File: config.mk
export PLATFORM = sky130hd
export DESIGN_NAME = sync_header_length_deframer_flat
export DESIGN_NICKNAME = d
export VERILOG_FILES = /design/src/design/shld_pkg.sv /design/src/design/shld_in_if.sv /design/src/design/shld_out_if.sv /design/src/design/shld_out_buf.sv /design/src/design/sync_header_length_deframer.sv /design/src/flat_wrapper.sv
export SDC_FILE = /design/constraint.sdc
export NUM_CORES = 1
export LEC_CHECK = 0
export ABC_AREA = 1
export BUFFER_PORTS_ARGS = -buffer_cell sky130_fd_sc_hd__buf_2
export CAP_MARGIN = 20
export CORE_MARGIN = 2
export CORE_UTILIZATION = 60
export CTS_CLUSTER_SIZE = 16
export DETAILED_ROUTE_END_ITERATION = 10
export GPL_ROUTABILITY_DRIVEN = 1
export PLACE_DENSITY = 0.79
export SLEW_MARGIN = 20
export SYNTH_ARGS = -nofsm -noshare
export SYNTH_HDL_FRONTEND = slang
export SYNTH_SLANG_ARGS = --single-unit
export TNS_END_PERCENT = 50
File: constraint.sdc
create_clock -name clk -period 4.6 [get_ports clk]
set_input_delay 0 -clock clk [delete_from_list [all_inputs] [get_ports clk]]
set_output_delay 0 -clock clk [all_outputs]
set_load 0.005 [all_outputs]
File: src/design/shld_pkg.sv
package shld_pkg;

    // Register indexes of the configuration port.
    localparam int CFG_IDX_W = 1;
    localparam logic [CFG_IDX_W-1:0] CFG_SYNC_BYTE   = 1'b0;
    localparam logic [CFG_IDX_W-1:0] CFG_WANTED_TYPE = 1'b1;

    // Reset values of the configuration registers.
    localparam logic [7:0] SYNC_BYTE_RST   = 8'h5a;
    localparam logic [7:0] WANTED_TYPE_RST = 8'h15;

    // Frame layout: two sync bytes, type, length, payload, trailer.
    localparam int POS_TYPE    = 2;
    localparam int POS_LEN     = 3;
    localparam int OVERHEAD    = 5;
    localparam int LEN_SUM_W   = 9;
    localparam int FRAME_BYTES = 8;

    // Input item kinds.
    localparam logic KIND_BYTE  = 1'b0;
    localparam logic KIND_CLEAR = 1'b1;

    // One result item.
    typedef struct packed {
        logic                       frame_ready;
        logic [FRAME_BYTES*8-1:0]   frame_bytes;
        logic                       frame_latched;
        logic                       frame_dropped;
    } res_t;

endpackage

File: src/design/shld_in_if.sv
interface shld_in_if;
    logic       valid;
    logic       ready;
    logic       kind;
    logic [7:0] rx_byte;

    modport source (output valid, output kind, output rx_byte, input ready);
    modport sink (input valid, input kind, input rx_byte, output ready);
endinterface

File: src/design/shld_out_if.sv
interface shld_out_if;
    logic        valid;
    logic        ready;
    logic        frame_ready;
    logic [63:0] frame_bytes;
    logic        frame_latched;
    logic        frame_dropped;

    modport source (output valid, output frame_ready, output frame_bytes,
                    output frame_latched, output frame_dropped, input ready);
    modport sink (input valid, input frame_ready, input frame_bytes,
                  input frame_latched, input frame_dropped, output ready);
endinterface

File: src/design/shld_out_buf.sv
module shld_out_buf (
    input  logic             clk,
    input  logic             rst_n,
    input  logic             in_valid,
    output logic             in_ready,
    input  shld_pkg::res_t   in_data,
    shld_out_if.source       res
);
    import shld_pkg::*;

    logic out_valid_reg;
    logic skid_valid_reg;
    res_t out_data_reg;
    res_t skid_data_reg;
    logic out_fire;
    logic in_fire;

    assign out_fire = out_valid_reg & res.ready;
    assign in_ready = ~skid_valid_reg;
    assign in_fire  = in_valid & in_ready;

    // Valid flags of the output register and the skid stage.
    always_ff @(posedge clk or negedge rst_n)
    begin
        if (!rst_n)
        begin
            out_valid_reg  <= 1'b0;
            skid_valid_reg <= 1'b0;
        end
        else if (skid_valid_reg)
        begin
            if (out_fire)
            begin
                skid_valid_reg <= 1'b0;
            end
        end
        else if (in_fire)
        begin
            if (!out_valid_reg || out_fire)
            begin
                out_valid_reg <= 1'b1;
            end
            else
            begin
                skid_valid_reg <= 1'b1;
            end
        end
        else if (out_fire)
        begin
            out_valid_reg <= 1'b0;
        end
    end

    // Payload moves: a new item goes to the output register when it is free,
    // otherwise it waits in the skid stage.
    always_ff @(posedge clk)
    begin
        if (skid_valid_reg)
        begin
            if (out_fire)
            begin
                out_data_reg <= skid_data_reg;
            end
        end
        else if (in_fire)
        begin
            if (!out_valid_reg || out_fire)
            begin
                out_data_reg <= in_data;
            end
            else
            begin
                skid_data_reg <= in_data;
            end
        end
    end

    assign res.valid         = out_valid_reg;
    assign res.frame_ready   = out_data_reg.frame_ready;
    assign res.frame_bytes   = out_data_reg.frame_bytes;
    assign res.frame_latched = out_data_reg.frame_latched;
    assign res.frame_dropped = out_data_reg.frame_dropped;

    // The skid stage holds an item only behind a full output register.
    a_skid_behind_out: assert property (@(posedge clk) disable iff (!rst_n)
        skid_valid_reg |-> out_valid_reg)
        else $error("skid stage full while output register empty");

    // A waiting skid item moves up as soon as the output is taken.
    a_skid_moves: assert property (@(posedge clk) disable iff (!rst_n)
        (skid_valid_reg && res.ready) |=> (out_valid_reg && !skid_valid_reg))
        else $error("skid item did not move to the output register");

    // Nothing enters while the skid stage is occupied.
    a_no_accept_full: assert property (@(posedge clk) disable iff (!rst_n)
        skid_valid_reg |-> !in_ready)
        else $error("input accepted with skid stage full");
endmodule

File: src/design/sync_header_length_deframer.sv
// Output: a result is registered in the output register, or in the skid stage
// if that is full. Throughput: one item per cycle while the skid stage is empty;
// the byte counter and head store update on accept; two entries absorb stalls.
// Reset: asynchronous, active low; clears the counter, head store, latched frame
// and ready flag, and loads the sync byte and wanted type with their defaults.
module sync_header_length_deframer #(
    parameter int MAX_FRAME   = 20,
    parameter int LATCH_BYTES = 8
) (
    input  logic                           clk,
    input  logic                           rst_n,
    shld_in_if.sink                        rx,
    shld_out_if.source                     res,
    input  logic                           cfg_we,
    input  logic [shld_pkg::CFG_IDX_W-1:0] cfg_index,
    input  logic [7:0]                     cfg_data
);
    import shld_pkg::*;

    localparam int CW = $clog2(MAX_FRAME + 1);

    logic [CW-1:0]            count_reg;
    logic [CW-1:0]            count_next;
    logic [CW-1:0]            count_inc;
    logic [7:0]               head_reg [LATCH_BYTES];
    logic [7:0]               head_next [LATCH_BYTES];
    logic [FRAME_BYTES*8-1:0] latched_reg;
    logic [FRAME_BYTES*8-1:0] latched_next;
    logic [FRAME_BYTES*8-1:0] capture;
    logic                     ready_flag_reg;
    logic                     ready_flag_next;
    logic [7:0]               sync_reg;
    logic [7:0]               wanted_reg;
    logic [LEN_SUM_W-1:0]     len_sum;
    logic                     latch_now;
    logic                     drop_now;
    logic                     in_fire;
    logic                     buf_ready;
    res_t                     result;

    assign rx.ready = buf_ready;
    assign in_fire  = rx.valid & buf_ready;

    // Configuration registers.
    always_ff @(posedge clk or negedge rst_n)
    begin
        if (!rst_n)
        begin
            sync_reg   <= SYNC_BYTE_RST;
            wanted_reg <= WANTED_TYPE_RST;
        end
        else if (cfg_we)
        begin
            unique case (cfg_index)
                CFG_SYNC_BYTE:   sync_reg   <= cfg_data;
                CFG_WANTED_TYPE: wanted_reg <= cfg_data;
                default:         ;
            endcase
        end
    end

    // Head store write: the new byte lands at the current position if it is
    // one of the kept head bytes.
    always_comb
    begin
        for (int k = 0; k < LATCH_BYTES; k++)
        begin
            head_next[k] = head_reg[k];
            if (count_reg == CW'(k))
            begin
                head_next[k] = rx.rx_byte;
            end
        end
    end

    assign count_inc = count_reg + CW'(1);
    assign len_sum   = LEN_SUM_W'(head_next[POS_LEN]) + LEN_SUM_W'(OVERHEAD);

    // Captured frame: bytes past the frame length read as zero.
    always_comb
    begin
        capture = '0;
        for (int k = 0; k < LATCH_BYTES; k++)
        begin
            if (CW'(k) < count_inc)
            begin
                capture[8*k +: 8] = head_next[k];
            end
        end
    end

    // Frame tracking for one item.
    always_comb
    begin
        count_next      = count_reg;
        latched_next    = latched_reg;
        ready_flag_next = ready_flag_reg;
        latch_now       = 1'b0;
        drop_now        = 1'b0;
        if (rx.kind == KIND_CLEAR)
        begin
            ready_flag_next = 1'b0;
        end
        else
        begin
            count_next = count_inc;
            if (count_inc == CW'(1) && rx.rx_byte != sync_reg)
            begin
                count_next = '0;
            end
            else if (count_inc == CW'(2) && rx.rx_byte != sync_reg)
            begin
                count_next = '0;
            end
            else if (count_inc == CW'(4))
            begin
                // Length known: a frame that cannot fit is dropped at once.
                if (len_sum > LEN_SUM_W'(MAX_FRAME))
                begin
                    drop_now   = 1'b1;
                    count_next = '0;
                end
            end
            else if (count_inc >= CW'(OVERHEAD) && LEN_SUM_W'(count_inc) == len_sum)
            begin
                if (head_next[POS_TYPE] == wanted_reg && !ready_flag_reg)
                begin
                    latched_next    = capture;
                    ready_flag_next = 1'b1;
                    latch_now       = 1'b1;
                end
                else
                begin
                    drop_now = 1'b1;
                end
                count_next = '0;
            end
        end
    end

    // Frame state registers.
    always_ff @(posedge clk or negedge rst_n)
    begin
        if (!rst_n)
        begin
            count_reg      <= '0;
            latched_reg    <= '0;
            ready_flag_reg <= 1'b0;
            for (int k = 0; k < LATCH_BYTES; k++)
            begin
                head_reg[k] <= '0;
            end
        end
        else if (in_fire)
        begin
            count_reg      <= count_next;
            latched_reg    <= latched_next;
            ready_flag_reg <= ready_flag_next;
            if (rx.kind == KIND_BYTE)
            begin
                for (int k = 0; k < LATCH_BYTES; k++)
                begin
                    head_reg[k] <= head_next[k];
                end
            end
        end
    end

    assign result.frame_ready   = ready_flag_next;
    assign result.frame_bytes   = latched_next;
    assign result.frame_latched = latch_now;
    assign result.frame_dropped = drop_now;

    shld_out_buf u_out_buf (
        .clk      (clk),
        .rst_n    (rst_n),
        .in_valid (rx.valid),
        .in_ready (buf_ready),
        .in_data  (result),
        .res      (res)
    );

    // The position never reaches the largest frame length between items.
    a_count_range: assert property (@(posedge clk) disable iff (!rst_n)
        count_reg < CW'(MAX_FRAME))
        else $error("byte counter out of range");

    // A latched frame sets the ready flag and restarts the counter.
    a_latch_sets_flag: assert property (@(posedge clk) disable iff (!rst_n)
        (in_fire && latch_now) |=> (ready_flag_reg && count_reg == '0))
        else $error("latched frame did not set the ready flag");

    // A frame is never latched while the flag is still set.
    a_no_latch_busy: assert property (@(posedge clk) disable iff (!rst_n)
        latch_now |-> !ready_flag_reg)
        else $error("frame latched while ready flag busy");

    // A clear item always leaves the flag low.
    a_clear_flag: assert property (@(posedge clk) disable iff (!rst_n)
        (in_fire && rx.kind == KIND_CLEAR) |=> !ready_flag_reg)
        else $error("clear item did not clear the ready flag");
endmodule
File: src/flat_wrapper.sv
// flat-port wrapper written by rule: the top's interface ports become plain ports
module sync_header_length_deframer_flat import shld_pkg::*;
#(
    parameter int MAX_FRAME   = 20,
    parameter int LATCH_BYTES = 8
)
  (clk, rst_n, cfg_we, cfg_index, cfg_data, rx_valid, rx_kind, rx_rx_byte, rx_ready, res_valid, res_frame_ready, res_frame_bytes, res_frame_latched, res_frame_dropped, res_ready);
  shld_in_if rx_i ();
  shld_out_if res_i ();
  input  logic clk;
  input  logic rst_n;
  input  logic cfg_we;
  input  logic [shld_pkg::CFG_IDX_W-1:0] cfg_index;
  input  logic [7:0] cfg_data;
  input wire logic [$bits(rx_i.valid)-1:0] rx_valid;
  input wire logic [$bits(rx_i.kind)-1:0] rx_kind;
  input wire logic [$bits(rx_i.rx_byte)-1:0] rx_rx_byte;
  output wire logic [$bits(rx_i.ready)-1:0] rx_ready;
  output wire logic [$bits(res_i.valid)-1:0] res_valid;
  output wire logic [$bits(res_i.frame_ready)-1:0] res_frame_ready;
  output wire logic [$bits(res_i.frame_bytes)-1:0] res_frame_bytes;
  output wire logic [$bits(res_i.frame_latched)-1:0] res_frame_latched;
  output wire logic [$bits(res_i.frame_dropped)-1:0] res_frame_dropped;
  input wire logic [$bits(res_i.ready)-1:0] res_ready;
  assign rx_i.valid = rx_valid;
  assign rx_i.kind = rx_kind;
  assign rx_i.rx_byte = rx_rx_byte;
  assign rx_ready = rx_i.ready;
  assign res_valid = res_i.valid;
  assign res_frame_ready = res_i.frame_ready;
  assign res_frame_bytes = res_i.frame_bytes;
  assign res_frame_latched = res_i.frame_latched;
  assign res_frame_dropped = res_i.frame_dropped;
  assign res_i.ready = res_ready;
  sync_header_length_deframer #(.MAX_FRAME(MAX_FRAME), .LATCH_BYTES(LATCH_BYTES)) u_core (.clk(clk), .rst_n(rst_n), .rx(rx_i), .res(res_i), .cfg_we(cfg_we), .cfg_index(cfg_index), .cfg_data(cfg_data));
endmodule
== Yosys cells after proc, flatten, opt, wreduce, memory -nomap -nowiden ==
Index checks and enable logic that the tools add are counted.
Operators by class
  reduce and logical (&&, ||, !) cells: 17
  $add $sub $neg: 2
  bitwise operators: 6
  order comparisons: 10
  muxes and demuxes: 57
  equality and inequality tests: 15
Operators by type and width (number)
  $mux 64: 6
  $mux 67: 4
  $mux 8: 16
  $mux 1: 26
  $eq 5x3->1 const B: 5
  $mux 5: 5
  $lt 3x5->1 const A: 4
  $eq 5x2->1 const B: 3
  $eq 5x1->1 const B: 2
  $lt 1x5->1 const A: 2
  $lt 2x5->1 const A: 2
  $add 8x3->9 const B: 1
  $eq 5x9->1: 1
  $gt 9x5->1 const B: 1
  $reduce_and 3->1: 3
  $eq 8x8->1: 1
  $ne 8x8->1: 1
  $reduce_and 2->1: 3
  $reduce_bool 2->1: 3
  $add 5x1->5 const B: 1
  $ge 5x3->1 const B: 1
  $logic_not 5->1: 1
  $logic_and 1x1->1: 4
  $not 1->1: 4
  other kinds (5): 7
Word-level totals
  output and inout port bits: 69
  bits in registers: 286
  logic and storage cells: 130
  bits of input ports: 23

== Depth between registers and ports, before layout ==
  depth after elaboration: 13
  mapped depth: 24
  mapped depth without buffers: 23

== By module ==
Synthesis repeated with hierarchy kept, for this count alone.
Unflattened totals
  cell total of the unflattened synthesis: 1637
  area, all modules: 13850.8 um^2
Modules (own cells, without submodules)
  sync_header_length_deframer: sequential area each 3762.4 um^2, area an instance 8864.8 um^2, cells an instance 1269, times used 1
  shld_out_buf: sequential area each 4073.9 um^2, area an instance 4986.0 um^2, cells an instance 368, times used 1

== Worst setup path after synthesis ==
OpenSTA, ideal clock, no wires.
  path kind: flip-flop to flip-flop
  start: reg u_core.u_out_buf.skid_valid_reg
  end: reg u_core.u_out_buf.out_data_reg, in the netlist u_core.u_out_buf.res.frame_bytes[0], enable pin
  arrival time: 3.730 ns
  cell stages (with the launch flop): 7
  period minus slack after synthesis: 4.222 ns
  buffers on the path: 1
  library setup time: 0.492 ns
  data required time: 4.108 ns
  setup slack: 0.378 ns
  cells stage by stage: dfrtp_1 > clkbuf_1 > clkinv_1 > nand2_1 > inv_2 > a21oi_1 > nor2_1
On the way
  cells in the longest elaborated chain, start to end: 4
  elaborated cells between the ends (all ways): 6
  those cells by class: eq/ne: 1; bitwise: 2; reduce/logical: 3
Ends and longest elaborated chain
  from (decl): line shld_out_buf.sv:12  | logic skid_valid_reg;
  from (signal assigned): line shld_out_buf.sv:28  | skid_valid_reg <= 1'b0;
  from (signal assigned): line shld_out_buf.sv:34  | skid_valid_reg <= 1'b0;
  from (signal assigned): line shld_out_buf.sv:45  | skid_valid_reg <= 1'b1;
  $not 1->1 (no source line)
  $and 1x1->1: line shld_out_buf.sv:20  | assign in_fire = in_valid & in_ready;
  $reduce_bool 2->1 (no source line)
  $reduce_and 3->1 (no source line) *
  to (signal assigned): line shld_out_buf.sv:62  | out_data_reg <= skid_data_reg;
  to (signal assigned): line shld_out_buf.sv:69  | out_data_reg <= in_data;
  to (decl): line shld_out_buf.sv:13  | res_t out_data_reg;
Mark *: on every way between the ends. The rest lies on a longest branch, timed or not.
A chain may end at the register's enable or synchronous reset.

==> impl_metrics.env <==
export IMPL_totalWireLength_um=33970
export IMPL_clk_pin_slew_ns=0.06
export IMPL_critPathCaptureType="flop"
export IMPL_die_w_um=156.0
export IMPL_num_vias=11171
export IMPL_layout_commonest_cell="nand2_1"
export IMPL_synth_xor_area_share_pct=1.073
export IMPL_grt_pass1_vias=10863
export IMPL_io_pins=92
export IMPL_status="finished clean"
export IMPL_ir_worst_vdd_uv=387.5
export IMPL_grt_max_degree=85
export IMPL_antennaDiodeCount=0
export IMPL_drv_slew=0
export IMPL_leakagePower_nw=7.533
export IMPL_power_density_nw_per_um2=585.5
export IMPL_drc=0
export IMPL_drive_above_1_share_pct=12.00
export IMPL_fmax_ghz=0.2477
export IMPL_ant_nets=0
export IMPL_synth_top_family_by_area="simple AND/OR/NAND/NOR gates"
export IMPL_grt_pass1_wl_um=54740
export IMPL_nFillCells=1766
export IMPL_synth_compound_area_share_pct=4.627
export IMPL_coreArea_um2=22640
export IMPL_worstPathRequired_ns=4.90
export IMPL_layout_common_cells="nand2_1 (653), nand3_1 (179), dfrtp_1 (144)"
export IMPL_post_route_min_period_ns=4.037
export IMPL_crit_type="flop to flop"
export IMPL_yosysWarnings=0
export IMPL_skew_ns=0.01339
export IMPL_areaGrowthSynthToFinish_pct=12.57
export IMPL_worstMarginPinSlew_ns=0.8564
export IMPL_synthAdderAreaFrac_pct=0.6314
export IMPL_multiInputGateArea_um2=5261
export IMPL_start_util_pct=61.27
export IMPL_timing_final_crit_share_pct=87.77
export IMPL_syn_num_nets=1639
export IMPL_syn_avg_cell_area_um2=8.621
export IMPL_start_kind="flop"
export IMPL_largest_reg_flops=67
export IMPL_grt_remaining_overflow=0
export IMPL_antenna_found_initial=0
export IMPL_first_pass_iters=6
export IMPL_routed_via_density=5.583
export IMPL_place_hpwl_um=21190
export IMPL_cpMaxStageDelayCell="dfrtp_1"
export IMPL_place_congestion=0.9563
export IMPL_drv_cap=0
export IMPL_cp_depth=17
export IMPL_crit_family="simple AND/OR/NAND/NOR gates"
export IMPL_yosys_area_share_simple_pct=31.42
export IMPL_synth_seq_cells=286
export IMPL_dieArea_um2=24350
export IMPL_hold_viol_final=0
export IMPL_finalSetupTns_ns=0
export IMPL_nets=1724
export IMPL_ys_seq_area_share_pct=56.49
export IMPL_fin_util_pct=68.96
export IMPL_syn_area_um2=13870
export IMPL_cts_sinks=286
export IMPL_die_y_um=156.0
export IMPL_synthDistinctLibCells=38
export IMPL_clock_latency_ns=0.55
export IMPL_htree_levels=1
export IMPL_cp_num_buf_inv=3
export IMPL_cpMostUsedCell="nand3_1"
export IMPL_setup_violations=0
export IMPL_synth_mux_area_share_pct=0
export IMPL_path_max_fanout=26
export IMPL_cts_path_max_buffers=3
export IMPL_path_cells="ha_1, inv_1, nor2_4, nand2_4, nand2_1, nand2_1, ha_1, inv_1, nand3_1, nand3_1, nor3_1, a21oi_2, nand4_2, nor2_4, buf_4, nand3_1, and2_1"
export IMPL_slowest_delay_ns=0.53
export IMPL_drt_iter0_drc=987
export IMPL_holdPathStages=4
export IMPL_critPathArrivalTime_ns=4.34
export IMPL_rsz0062_at_grt="false"
export IMPL_wl_per_cell_um=16.98
export IMPL_cts_buffers=29
export IMPL_track_usage_pct=28.25
export IMPL_regArea_um2=7838
export IMPL_rows=55
export IMPL_cts_root_buf="clkbuf_16"
export IMPL_cts_tree="built"
export IMPL_slew_headroom_pct=42.90
export IMPL_port_buffers=91
export IMPL_r2r_cells=17
export IMPL_hp_class="primary input to flop"
export IMPL_syn_inst=1609
-- worst reg2reg max path: cells and delay by family, from the launching register on --
kind            cells  cell delay, ns
simple gates       11            2.05
buf+inv             3            0.45
flops               1            0.53
fa+ha+maj           2            0.51
compound gates      1            0.25
-- routing by layer --
layer / GRT usage, % / wire length [um] / share of wire (%)
met5: 0 / 0 / 0
met4: 8.388 / 698 / 2.1
met3: 3.972 / 2741 / 8.1
met2: 47.43 / 16340 / 48
met1: 38.69 / 14190 / 42
-- where the power goes --
part | total (W) | internal, W | leakage [nW] | switching [W]
combinational | 0.00312 | 0.000917 | 3.76 | 0.00220
clock | 0.00229 | 0.00132 | 0.444 | 0.000963
sequential | 0.00373 | 0.00344 | 3.33 | 0.000291
-- Yosys cell counts --
cell	n	area share, %
nand2_2	14	0.63
dfrtp_1	145	26
xor2_1	14	0.88
nand3_4	11	1.4
nor2_4	4	0.32
edfxtp_1	134	29
nand2_4	2	0.16
dfstp_2	7	1.3
buf_1	9	0.24
inv_1	116	3.1
clkinv_1	2	0.054
inv_2	3	0.081
nor2_1	43	1.2
xnor2_1	3	0.19
nand3_1	179	6.5
clkbuf_1	42	1.1
o21ai_0	94	3.4
buf_4	2	0.11
a21oi_2	2	0.13
nor3_1	2	0.072
a21oi_1	19	0.69
nand3_2	1	0.072
nand4_1	4	0.18
buf_12	1	0.14
buf_6	6	0.49
buf_2	10	0.36
o22ai_1	4	0.18
nand3b_1	7	0.38
nand4_2	1	0.090
and2_1	54	2.4
or2_2	1	0.045
nand2_1	654	18
o21ai_1	2	0.072
o21a_1	2	0.11
nor4_1	2	0.090
o21ai_2	1	0.063
ha_1	7	0.63
nor2_2	5	0.23
-- repair_timing --
| item | CTS | global route |
|---|---|---|
| hold buffers | 16 | 0 |
| endpoints found under the hold margin | 107 | 0 |
| buffers inserted | 0 | 0 |
| resized for setup | 0 | 0 |
| setup endpoints to repair | 0 | 0 |
-- kinds of logic after synthesis --
| family | Yosys count |
|---|---|
| xor gates and xnor gates | 17 |
| DFF | 286 |
| buffers and inverters | 191 |
| and+or+nand+nor | 984 |
| AOI/OAI and AO/OA | 124 |
| adders and majority gates | 7 |
-- per-stage QoR --
stage / power, W / worst slack [ns] / instances / cell area, um2 / hold slack [ns]
2_1_floorplan: 0.005796 / 0.3779 / 1609 / 13870 / -0.2956
3_3_place_gp: 0.006765 / 0.8202 / 1932 / 14550 / 0.1200
3_5_place_dp: 0.006838 / 0.6517 / 1932 / 14550 / 0.1267
4_1_cts: 0.009132 / 0.6297 / 2001 / 15610 / 0.005557
5_1_grt: 0.009685 / 0.1318 / 2001 / 15610 / 0.07560
6_report: 0.009141 / 0.5627 / 2001 / 15610 / 0.01843
-- layout make-up --
type,count,share of cell area [%]
sequential,286,50.20
multi-input combinational,1132,33.70
clock buffer,45,5.225
timing repair buffer,124,5.121
inverter,121,2.909
tap,285,2.284
clock inverter,8,0.5690
-- final timing paths --
| path | slack [ns] | endpoint | startpoint |
|---|---|---|---|
| worst min-delay path | 0.02 | u_core.sync_reg[1] | cfg_we |
| worst max register to register | 0.56 | u_core.u_out_buf.skid_data_reg[10] | u_core.count_reg[0] |
| worst min register to register | 0.48 | u_core.latched_reg[21] | u_core.latched_reg[21] |
| min in group asynchronous | 0.08 | u_core.latched_reg[19] | rst_n |
| worst max-delay path | 0.56 | u_core.u_out_buf.skid_data_reg[10] | u_core.count_reg[0] |
| max in group asynchronous | 3.48 | u_core.head_reg[18] | rst_n |
Note: power is estimated with default switching activity, not from simulation.
